### config.mk
export PLATFORM = sky130hd
export DESIGN_NAME = udp_mpegts_pid_redactor_flat
export DESIGN_NICKNAME = d
export VERILOG_FILES = /design/src/sv/umpr_pkg.sv /design/src/sv/umpr_ifs.sv /design/src/sv/umpr_cfg.sv /design/src/sv/umpr_front.sv /design/src/sv/umpr_queue.sv /design/src/sv/umpr_back.sv /design/src/sv/udp_mpegts_pid_redactor.sv /design/src/flat_wrapper.sv
export VERILOG_INCLUDE_DIRS = /design/src /design/src/sv
export SDC_FILE = /design/constraint.sdc
export NUM_CORES = 1
export LEC_CHECK = 0
export BUFFER_PORTS_ARGS = -buffer_cell sky130_fd_sc_hd__buf_4
export CAP_MARGIN = 20
export CORE_UTILIZATION = 62
export DETAILED_ROUTE_END_ITERATION = 7
export GPL_ROUTABILITY_DRIVEN = 0
export GPL_TIMING_DRIVEN = 0
export PLACE_DENSITY_LB_ADDON = 0.3
export RECOVER_POWER = 100
export SLEW_MARGIN = 20
export SYNTH_ARGS = -nofsm -noshare
export SYNTH_HDL_FRONTEND = slang
export SYNTH_HIERARCHICAL = 1
export SYNTH_SLANG_ARGS = --single-unit
### constraint.sdc
create_clock -name clk -period 7.97 [get_ports clk]
set_clock_uncertainty 0.15 [all_clocks]
set_input_delay 0.797 -clock clk [delete_from_list [all_inputs] [get_ports clk]]
set_output_delay 0.797 -clock clk [all_outputs]
set_load 0.02 [all_outputs]
### src/sv/udp_mpegts_pid_redactor_assert.svh
// Assertion macros used by the queue; they expect clk and rst_n in scope.
`ifndef UDP_MPEGTS_PID_REDACTOR_ASSERT_SVH
`define UDP_MPEGTS_PID_REDACTOR_ASSERT_SVH
`ifndef SYNTHESIS
`define UMPR_ASSERT_NOW(lbl, ante, cons) \
    lbl: assert property (@(posedge clk) disable iff (!rst_n) (ante) |-> (cons)) \
        else $error("umpr assertion failed");
`define UMPR_ASSERT_NEXT(lbl, ante, cons) \
    lbl: assert property (@(posedge clk) disable iff (!rst_n) (ante) |=> (cons)) \
        else $error("umpr assertion failed");
`else
`define UMPR_ASSERT_NOW(lbl, ante, cons)
`define UMPR_ASSERT_NEXT(lbl, ante, cons)
`endif
`endif

### src/sv/umpr_pkg.sv
package umpr_pkg;

    localparam int MAX_TS_PACKETS_DEF = 8;
    localparam int TS_SIZE            = 188;
    localparam int TS_BASE            = 42;
    localparam int QUEUE_DEPTH        = 4;

    localparam int REG_IDX_W  = 2;
    localparam int REG_DATA_W = 16;
    localparam int PID_W      = 13;

    localparam logic [7:0]       SYNC_BYTE        = 8'h47;
    localparam logic [7:0]       NULL_PID_HI      = 8'h1F;
    localparam logic [7:0]       NULL_PID_LO      = 8'hFF;
    localparam logic [7:0]       NULL_AFC         = 8'h10;
    localparam logic [7:0]       PROTO_UDP        = 8'd17;
    localparam logic [PID_W-1:0] TARGET_PID_RESET = 13'h101;

    localparam logic [15:0] POS_PROTO  = 16'd23;
    localparam logic [15:0] POS_SRC_HI = 16'd34;
    localparam logic [15:0] POS_SRC_LO = 16'd35;
    localparam logic [15:0] POS_DST_HI = 16'd36;
    localparam logic [15:0] POS_DST_LO = 16'd37;

    typedef enum logic [REG_IDX_W-1:0] {
        REG_SPORT_MATCH = 2'd0,
        REG_DPORT_MATCH = 2'd1,
        REG_TARGET_PID  = 2'd2
    } reg_idx_t;

    typedef struct packed {
        logic [15:0]      sport;
        logic [15:0]      dport;
        logic [PID_W-1:0] target_pid;
    } cfg_t;

    // Bytes released by one accepted item, bytes[0] goes out first.
    typedef struct packed {
        logic [2:0][7:0] bytes;
        logic [1:0]      count;
        logic            last;
    } grp_t;

endpackage

### src/sv/umpr_ifs.sv
interface umpr_frame_if;
    logic        valid;
    logic        ready;
    logic [7:0]  frame_byte;
    logic [15:0] frame_length;
    logic        is_last;

    modport source (output valid, frame_byte, frame_length, is_last, input ready);
    modport sink   (input valid, frame_byte, frame_length, is_last, output ready);
endinterface

interface umpr_edit_if;
    logic       valid;
    logic       ready;
    logic [7:0] out_byte;
    logic       out_last;

    modport source (output valid, out_byte, out_last, input ready);
    modport sink   (input valid, out_byte, out_last, output ready);
endinterface

interface umpr_reg_if;
    import umpr_pkg::*;
    logic                  valid;
    logic                  ready;
    logic [REG_IDX_W-1:0]  index;
    logic [REG_DATA_W-1:0] data;

    modport source (output valid, index, data, input ready);
    modport sink   (input valid, index, data, output ready);
endinterface

### src/sv/umpr_cfg.sv
module umpr_cfg (
    input  logic            clk,
    input  logic            rst_n,
    umpr_reg_if.sink        regs,
    output umpr_pkg::cfg_t  cfg
);
    import umpr_pkg::*;

    cfg_t cfg_reg;

    assign regs.ready = 1'b1;
    assign cfg        = cfg_reg;

    always_ff @(posedge clk or negedge rst_n)
    begin
        if (!rst_n)
        begin
            cfg_reg.sport      <= '0;
            cfg_reg.dport      <= '0;
            cfg_reg.target_pid <= TARGET_PID_RESET;
        end
        else if (regs.valid)
        begin
            unique case (reg_idx_t'(regs.index))
                REG_SPORT_MATCH: cfg_reg.sport      <= regs.data;
                REG_DPORT_MATCH: cfg_reg.dport      <= regs.data;
                REG_TARGET_PID:  cfg_reg.target_pid <= regs.data[PID_W-1:0];
                default:         cfg_reg            <= cfg_reg;
            endcase
        end
    end

endmodule

### src/sv/umpr_front.sv
module umpr_front #(
    parameter int MAX_TS_PACKETS = umpr_pkg::MAX_TS_PACKETS_DEF
) (
    input  logic            clk,
    input  logic            rst_n,
    umpr_frame_if.sink      frame,
    input  umpr_pkg::cfg_t  cfg,
    input  logic            q_full,
    output logic            push,
    output umpr_pkg::grp_t  grp
);
    import umpr_pkg::*;

    localparam int IDX_W = $clog2(MAX_TS_PACKETS + 1);

    localparam logic [7:0] K_SYNC   = 8'd0;
    localparam logic [7:0] K_PID_HI = 8'd1;
    localparam logic [7:0] K_PID_LO = 8'd2;
    localparam logic [7:0] K_AFC    = 8'd3;
    localparam logic [7:0] K_END    = 8'(TS_SIZE - 1);

    logic [15:0]      pos_reg, pos_next;
    logic             sel_reg, sel_next;
    logic             blank_reg, blank_next;
    logic             sync_reg, sync_next;
    logic [1:0][7:0]  held_reg, held_next;
    logic [1:0]       held_cnt_reg, held_cnt_next;
    logic [7:0]       k_reg, k_next;
    logic [IDX_W-1:0] idx_reg, idx_next;

    logic        accept;
    logic        in_ts;
    logic        past_base;
    logic [16:0] pkt_end;
    logic        fits;
    logic        hold;
    logic        release_grp;
    logic [7:0]  b;
    logic [7:0]  o;

    assign frame.ready = !q_full;
    assign accept      = frame.valid && frame.ready;
    assign b           = frame.frame_byte;

    assign past_base = pos_reg >= 16'(TS_BASE);
    assign in_ts     = past_base && (idx_reg < IDX_W'(MAX_TS_PACKETS));
    assign pkt_end   = 17'(TS_BASE) + (17'(idx_reg) + 17'd1) * 17'(TS_SIZE);
    assign fits      = pkt_end <= {1'b0, frame.frame_length};

    always_comb
    begin
        sel_next      = sel_reg;
        blank_next    = blank_reg;
        sync_next     = sync_reg;
        held_next     = held_reg;
        held_cnt_next = held_cnt_reg;
        pos_next      = pos_reg;
        k_next        = k_reg;
        idx_next      = idx_reg;
        o             = b;
        hold          = 1'b0;
        release_grp   = 1'b0;
        grp           = '0;

        // frame selection from the IP protocol byte and the UDP ports
        if (pos_reg == POS_PROTO)
            sel_next = (b == PROTO_UDP);
        if (pos_reg == POS_SRC_HI && cfg.sport != '0 && b != cfg.sport[15:8])
            sel_next = 1'b0;
        if (pos_reg == POS_SRC_LO && cfg.sport != '0 && b != cfg.sport[7:0])
            sel_next = 1'b0;
        if (pos_reg == POS_DST_HI && cfg.dport != '0 && b != cfg.dport[15:8])
            sel_next = 1'b0;
        if (pos_reg == POS_DST_LO && cfg.dport != '0 && b != cfg.dport[7:0])
            sel_next = 1'b0;

        if (in_ts)
        begin
            case (k_reg)
                K_SYNC:
                begin
                    blank_next = 1'b0;
                    sync_next  = sel_reg && fits && (b == SYNC_BYTE);
                    hold       = sync_next;
                end
                K_PID_HI:
                begin
                    hold = sync_reg;
                end
                K_PID_LO:
                begin
                    if (sync_reg && {held_reg[1][4:0], b} == cfg.target_pid)
                    begin
                        blank_next   = 1'b1;
                        held_next[1] = NULL_PID_HI;
                        o            = NULL_PID_LO;
                    end
                    sync_next = 1'b0;
                end
                K_AFC:
                begin
                    if (blank_reg)
                        o = NULL_AFC;
                end
                default:
                begin
                    if (blank_reg)
                        o = '0;
                end
            endcase
        end

        // hold candidate sync and PID bytes, else flush them ahead of this one
        if (hold && !frame.is_last && held_cnt_reg < 2'd2)
        begin
            held_next[held_cnt_reg[0]] = b;
            held_cnt_next              = held_cnt_reg + 2'd1;
        end
        else
        begin
            release_grp   = 1'b1;
            held_cnt_next = '0;
        end

        grp.last  = frame.is_last;
        grp.count = held_cnt_reg + 2'd1;
        case (held_cnt_reg)
            2'd0:
            begin
                grp.bytes[0] = o;
            end
            2'd1:
            begin
                grp.bytes[0] = held_next[0];
                grp.bytes[1] = o;
            end
            default:
            begin
                grp.bytes[0] = held_next[0];
                grp.bytes[1] = held_next[1];
                grp.bytes[2] = o;
            end
        endcase

        if (frame.is_last)
        begin
            pos_next      = '0;
            sel_next      = 1'b0;
            blank_next    = 1'b0;
            sync_next     = 1'b0;
            held_next     = '0;
            held_cnt_next = '0;
            k_next        = '0;
            idx_next      = '0;
        end
        else
        begin
            if (pos_reg != 16'hFFFF)
                pos_next = pos_reg + 16'd1;
            if (in_ts)
            begin
                if (k_reg == K_END)
                begin
                    k_next   = '0;
                    idx_next = idx_reg + 1'b1;
                end
                else
                begin
                    k_next = k_reg + 8'd1;
                end
            end
        end
    end

    assign push = accept && release_grp;

    always_ff @(posedge clk or negedge rst_n)
    begin
        if (!rst_n)
        begin
            pos_reg      <= '0;
            sel_reg      <= 1'b0;
            blank_reg    <= 1'b0;
            sync_reg     <= 1'b0;
            held_reg     <= '0;
            held_cnt_reg <= '0;
            k_reg        <= '0;
            idx_reg      <= '0;
        end
        else if (accept)
        begin
            pos_reg      <= pos_next;
            sel_reg      <= sel_next;
            blank_reg    <= blank_next;
            sync_reg     <= sync_next;
            held_reg     <= held_next;
            held_cnt_reg <= held_cnt_next;
            k_reg        <= k_next;
            idx_reg      <= idx_next;
        end
    end

endmodule

### src/sv/umpr_queue.sv
module umpr_queue (
    input  logic            clk,
    input  logic            rst_n,
    input  logic            push,
    input  umpr_pkg::grp_t  grp_in,
    output logic            full,
    input  logic            pop,
    output umpr_pkg::grp_t  head,
    output logic            empty
);
    import umpr_pkg::*;
    `include "udp_mpegts_pid_redactor_assert.svh"

    localparam int PTR_W = $clog2(QUEUE_DEPTH);

    grp_t             slots_reg [QUEUE_DEPTH];
    logic [PTR_W-1:0] wr_ptr_reg;
    logic [PTR_W-1:0] rd_ptr_reg;
    logic [PTR_W:0]   count_reg;

    assign full  = count_reg == (PTR_W + 1)'(QUEUE_DEPTH);
    assign empty = count_reg == '0;
    assign head  = slots_reg[rd_ptr_reg];

    always_ff @(posedge clk)
    begin
        if (push)
            slots_reg[wr_ptr_reg] <= grp_in;
    end

    always_ff @(posedge clk or negedge rst_n)
    begin
        if (!rst_n)
        begin
            wr_ptr_reg <= '0;
            rd_ptr_reg <= '0;
            count_reg  <= '0;
        end
        else
        begin
            if (push)
                wr_ptr_reg <= wr_ptr_reg + 1'b1;
            if (pop)
                rd_ptr_reg <= rd_ptr_reg + 1'b1;
            if (push && !pop)
                count_reg <= count_reg + 1'b1;
            else if (pop && !push)
                count_reg <= count_reg - 1'b1;
        end
    end

    `UMPR_ASSERT_NOW(a_no_push_when_full, full, !push)
    `UMPR_ASSERT_NOW(a_no_pop_when_empty, empty, !pop)
    `UMPR_ASSERT_NEXT(a_count_rises, push && !pop, count_reg == $past(count_reg) + 1'b1)
    `UMPR_ASSERT_NOW(a_head_not_blank, !empty, head.count != 2'd0)

endmodule

### src/sv/umpr_back.sv
module umpr_back (
    input  logic            clk,
    input  logic            rst_n,
    input  umpr_pkg::grp_t  head,
    input  logic            empty,
    output logic            pop,
    umpr_edit_if.source     edited
);
    import umpr_pkg::*;

    logic [1:0] idx_reg;
    logic       valid_reg;
    logic [7:0] byte_reg;
    logic       last_reg;

    logic load;
    logic final_byte;

    assign load       = !empty && (!valid_reg || edited.ready);
    assign final_byte = idx_reg == (head.count - 2'd1);
    assign pop        = load && final_byte;

    assign edited.valid    = valid_reg;
    assign edited.out_byte = byte_reg;
    assign edited.out_last = last_reg;

    always_ff @(posedge clk)
    begin
        if (load)
        begin
            byte_reg <= head.bytes[idx_reg];
            last_reg <= head.last && final_byte;
        end
    end

    always_ff @(posedge clk or negedge rst_n)
    begin
        if (!rst_n)
        begin
            idx_reg   <= '0;
            valid_reg <= 1'b0;
        end
        else
        begin
            // step through the bytes of the head group, pop it after its last
            if (pop)
                idx_reg <= '0;
            else if (load)
                idx_reg <= idx_reg + 2'd1;

            if (load)
                valid_reg <= 1'b1;
            else if (edited.ready)
                valid_reg <= 1'b0;
        end
    end

endmodule

### src/sv/udp_mpegts_pid_redactor.sv
// A passed byte is written into the group queue at the edge that accepts it, then into the
// output register that drives edited; sync and PID bytes of a candidate packet wait for
// the PID low byte and then leave with it. Throughput: one byte per cycle in and out;
// input stalls only while four groups wait, output while edited is not ready. A group of
// three bytes drains through the single output register while the queue absorbs input.
// Reset: rst_n, asynchronous, clears frame state, port checks off, target PID 0x101.
module udp_mpegts_pid_redactor #(
    parameter int MAX_TS_PACKETS = umpr_pkg::MAX_TS_PACKETS_DEF
) (
    input  logic        clk,
    input  logic        rst_n,
    umpr_frame_if.sink  frame,
    umpr_edit_if.source edited,
    umpr_reg_if.sink    regs
);
    import umpr_pkg::*;

    cfg_t cfg;
    grp_t grp;
    grp_t head;
    logic push;
    logic pop;
    logic q_full;
    logic q_empty;

    umpr_cfg u_cfg (
        .clk   (clk),
        .rst_n (rst_n),
        .regs  (regs),
        .cfg   (cfg)
    );

    umpr_front #(
        .MAX_TS_PACKETS (MAX_TS_PACKETS)
    ) u_front (
        .clk    (clk),
        .rst_n  (rst_n),
        .frame  (frame),
        .cfg    (cfg),
        .q_full (q_full),
        .push   (push),
        .grp    (grp)
    );

    umpr_queue u_queue (
        .clk    (clk),
        .rst_n  (rst_n),
        .push   (push),
        .grp_in (grp),
        .full   (q_full),
        .pop    (pop),
        .head   (head),
        .empty  (q_empty)
    );

    umpr_back u_back (
        .clk    (clk),
        .rst_n  (rst_n),
        .head   (head),
        .empty  (q_empty),
        .pop    (pop),
        .edited (edited)
    );

endmodule
### src/flat_wrapper.sv
// flat-port wrapper written by rule: the top's interface ports become plain ports
module udp_mpegts_pid_redactor_flat import umpr_pkg::*;
#(
    parameter int MAX_TS_PACKETS = umpr_pkg::MAX_TS_PACKETS_DEF
)
  (clk, rst_n, frame_valid, frame_frame_byte, frame_frame_length, frame_is_last, frame_ready, edited_valid, edited_out_byte, edited_out_last, edited_ready, regs_valid, regs_index, regs_data, regs_ready);
  umpr_frame_if frame_i ();
  umpr_edit_if edited_i ();
  umpr_reg_if regs_i ();
  input  logic clk;
  input  logic rst_n;
  input wire logic [$bits(frame_i.valid)-1:0] frame_valid;
  input wire logic [$bits(frame_i.frame_byte)-1:0] frame_frame_byte;
  input wire logic [$bits(frame_i.frame_length)-1:0] frame_frame_length;
  input wire logic [$bits(frame_i.is_last)-1:0] frame_is_last;
  output wire logic [$bits(frame_i.ready)-1:0] frame_ready;
  output wire logic [$bits(edited_i.valid)-1:0] edited_valid;
  output wire logic [$bits(edited_i.out_byte)-1:0] edited_out_byte;
  output wire logic [$bits(edited_i.out_last)-1:0] edited_out_last;
  input wire logic [$bits(edited_i.ready)-1:0] edited_ready;
  input wire logic [$bits(regs_i.valid)-1:0] regs_valid;
  input wire logic [$bits(regs_i.index)-1:0] regs_index;
  input wire logic [$bits(regs_i.data)-1:0] regs_data;
  output wire logic [$bits(regs_i.ready)-1:0] regs_ready;
  assign frame_i.valid = frame_valid;
  assign frame_i.frame_byte = frame_frame_byte;
  assign frame_i.frame_length = frame_frame_length;
  assign frame_i.is_last = frame_is_last;
  assign frame_ready = frame_i.ready;
  assign edited_valid = edited_i.valid;
  assign edited_out_byte = edited_i.out_byte;
  assign edited_out_last = edited_i.out_last;
  assign edited_i.ready = edited_ready;
  assign regs_i.valid = regs_valid;
  assign regs_i.index = regs_index;
  assign regs_i.data = regs_data;
  assign regs_ready = regs_i.ready;
  udp_mpegts_pid_redactor #(.MAX_TS_PACKETS(MAX_TS_PACKETS)) u_core (.clk(clk), .rst_n(rst_n), .frame(frame_i), .edited(edited_i), .regs(regs_i));
endmodule
==> run_results.csv <==
group,metric,value,unit
yosys,synth_common_cells,"edfxtp_1, dfrtp_1, ha_1",
yosys,synth_cell_types,80,
yosys,synth_warnings,6,
clock_tree,cts_buffers,24,
sta,hold_slack,0.340,ns
global_routing,grt_pass1_vias,7649,
critical_path,path_class,"reg -> reg",
die,start_util,64.0,%
clock_tree,cts_max_level,1,
power,p_leak,5.15,nW
sta,setup_violations,0,
die,fp.dieH,139,µm
sta,final.min_clock_period,7.39,ns
clock_tree,cts.sinks,221,
yosys,synthFlopType,"edfxtp_1",
critical_path,r2r-end,"u_core/u_queue/slots_reg[2][17]",
die,fp.coreArea,18100,µm²
sta,slew_violations,105,
critical_path,critical_path_arrival,7.46,ns
critical_path,r2r_cells,24,
yosys,async_flop_share,47.1,%
yosys,ys_seq_area_share,52.7,%
yosys,synthMostInstantiatedCell,"edfxtp_1",
sta,fin_crit_sh,92.7,%
outcome,violations,"DRC, capacitance limit, slew limit",
placement,dpl.hpwl,16900,µm
clock_tree,cts_buffer_depth,3,
yosys,yosys.area.top_type_share,30.3,%
route,ant_nets,0,
route,drt_wl_total,24400,µm
sta,slew_headroom,-273,%
critical_path,worstPathMaxFanout,6,
critical_path,endpoint_kind,"flop",
placement,port_buffers,57,
global_routing,grtUsageTotal,25.9,%
sta,tightest_slew,5.60,ns
power,pwr_density_cell,366,nW/µm²
critical_path,rr_startpoint,"u_core/u_front/idx_reg[1]",
hold_path,hp-start,"u_core/u_queue/count_reg[2]",
route,wl_per_cell,19.6,µm
die,pin_count,60,
critical_path,rrSetupSlack,0.58,ns
route,vias_per_cell,6.09,
finish,largest_reg_flops,108,
job,maxCapViolCount,1,
global_routing,grt_max_degree,105,
finish,antenna_cells,0,
sta,hold_viol_final,0,
clock_tree,insertion_delay,0.51,ns
yosys,synthTopCellsByArea,"edfxtp_1, dfrtp_1, ha_1, mux4_2, mux2_2",
yosys,synth_enable_flop_cells,117,
power,ir_worst_vdd,0.303,mV
yosys,synthCells,915,
clock_tree,clk_pin_slew,0.06,ns
hold_path,hold_depth,1,
clock_tree,cts_tree,"done",
clock_tree,cts_setup_buffers,0,
yosys,synth_seq_cells,221,
finish,final_cells,1245,
route,vias,7581,
route,dr.first_iter.drc_count,536,
route,drc,2,
placement,dpl.cell_count,1201,
finish,drive_gt1_share,18.9,%
critical_path,critPathLaunch,"u_core/u_front/idx_reg[1]",
yosys,syn-cell-area,11600,µm²
route,drt_first_pass_iters,8,
die,die_area,19300,µm²
yosys,synth_area_leader_cell,"edfxtp_1",
sta,rsz0062_at_grt,"false",
die,rows,49,
hold_path,hold_end,"u_core/u_queue/count_reg[2]",
critical_path,worst_setup_path_start_kind,"flop",
global_routing,grt_overflow,0,
power,power.total,0.00475,W
finish,fillCellCount,1241,
global_routing,grt_pass1_wl,39100,µm
finish,final_nets,1104,
sta,fin_setup_tns,0,ns
yosys,synth_nets,1021,
global_routing,antenna_found_initial,0,
hold_path,hold_path.class,"reg -> reg",
clock_tree,cts-root-buf,"clkbuf_16",
die,die_w,139,µm
critical_path,cp_data_required_time,8.05,ns
sta,clock.fmax,0.135,GHz
yosys,avgSynthCellArea,12.7,µm²
outcome,status,"finished, violations left",
finish,syn_to_final_growth,11.9,%
cell type report:
cell class	instances	area (µm²)	area share, %
plain buffers	35	175	1.35
clock buffers	37	689	5.31
clock inverters	7	71.3	0.549
inverters	45	169	1.30
multi-input cells	614	5110	39.3
flip-flops and latches	221	6120	47.1
well taps	229	287	2.21
repair buffers	57	372	2.86
critical path, cell delays in order (launching register included):
cell and delay (ns):
dfrtp_1 0.42, ha_1 0.17, nand2_1 0.13, xnor2_1 0.33
inv_1 0.18, fa_1 0.62, xor2_1 0.16, ha_1 0.25
ha_1 0.30, ha_1 0.36, a21oi_1 0.24, a21oi_1 0.12
or3_1 0.37, a21oi_1 0.18, xor2_1 0.32, a211oi_1 0.11
xnor2_1 0.17, ha_1 0.32, nand4_1 0.07, or4_1 0.45
nor3_2 0.28, a32oi_2 0.17, a211oi_1 0.71, nor2_1 0.11
a311o_1 0.42
cell usage in the layout (no fill, tap or decap), types with 5 or more instances in the layout:
master	instances
buf_2	7
o31ai_1	7
ha_1	52
clkbuf_16	24
a22o_1	11
xnor2_1	51
edfxtp_1	117
dfrtp_1	102
mux2_2	47
clkbuf_1	43
inv_1	45
nor3_1	12
clkinv_2	5
fa_1	6
nand2_1	52
mux4_2	26
nand4_1	14
nand3_1	24
a211oi_1	7
or3_1	7
and3_1	6
xor2_1	30
and2_1	8
or4_1	5
nor2b_1	8
nor2_1	35
nor4_1	12
buf_4	45
a21oi_1	30
a221o_1	8
a21o_1	5
nand2b_1	9
mux2i_1	15
o21ai_0	46
where the power goes:
part	switching (W)	internal, W	total [W]	leakage, nW
clock network	0.000425	0.000628	0.00105	0.376
logic	0.00118	0.000927	0.00211	2.37
registers	0.000129	0.00146	0.00159	2.41
routing by layer:
layer	GRT usage, %	vias up	part of all wire (%)
met2	46.0	197	50
met3	3.04	42	4.0
met5	0	-	0
li1	-	3579	-
met4	7.72	0	2.3
met1	33.5	3763	43
how the worst max path moves through the flow:
stage / to / depth (start not counted)
6_report: u_core/u_queue/slots_reg[2][17] / 24
4_1_cts: u_core/u_queue/count_reg[2] / 30
3_3_place_gp: u_core/u_queue/slots_reg[1][8] / 25
2_1_floorplan: u_core/u_queue/slots_reg[0][0] / 25
5_1_grt: u_core/u_queue/count_reg[2] / 29
3_5_place_dp: u_core/u_queue/count_reg[2] / 30
timing repair:
action / in CTS / in global routing
gates resized for setup: 0 / 2
hold endpoints to repair: 0 / 0
endpoints found under the setup margin: 0 / 110
hold buffers: 0 / 0
stage by stage:
stage | utilization (%) | instance area [µm²] | setup slack (ns)
after floorplan | - | 11600 | 1.21
after global placement | 67.9 | 12300 | 0.187
after detailed placement | 68.0 | 12300 | 0.439
after CTS | 72.2 | 13100 | 0.441
after global routing | 71.6 | 13000 | 0.0387
final | 71.6 | 13000 | 0.583
logic make-up after synthesis:
group / Yosys count / share of synthesized area, %
simple gates: 229 / 11.0
flops: 221 / 52.7
compound gates: 156 / 9.30
mux: 89 / 11.1
xor+xnor: 81 / 6.11
buf+inv: 80 / 3.17
fa+ha+maj: 58 / 6.64
other cells: 1 / 0.0323
Note: power is estimated with default switching activity, not from simulation.
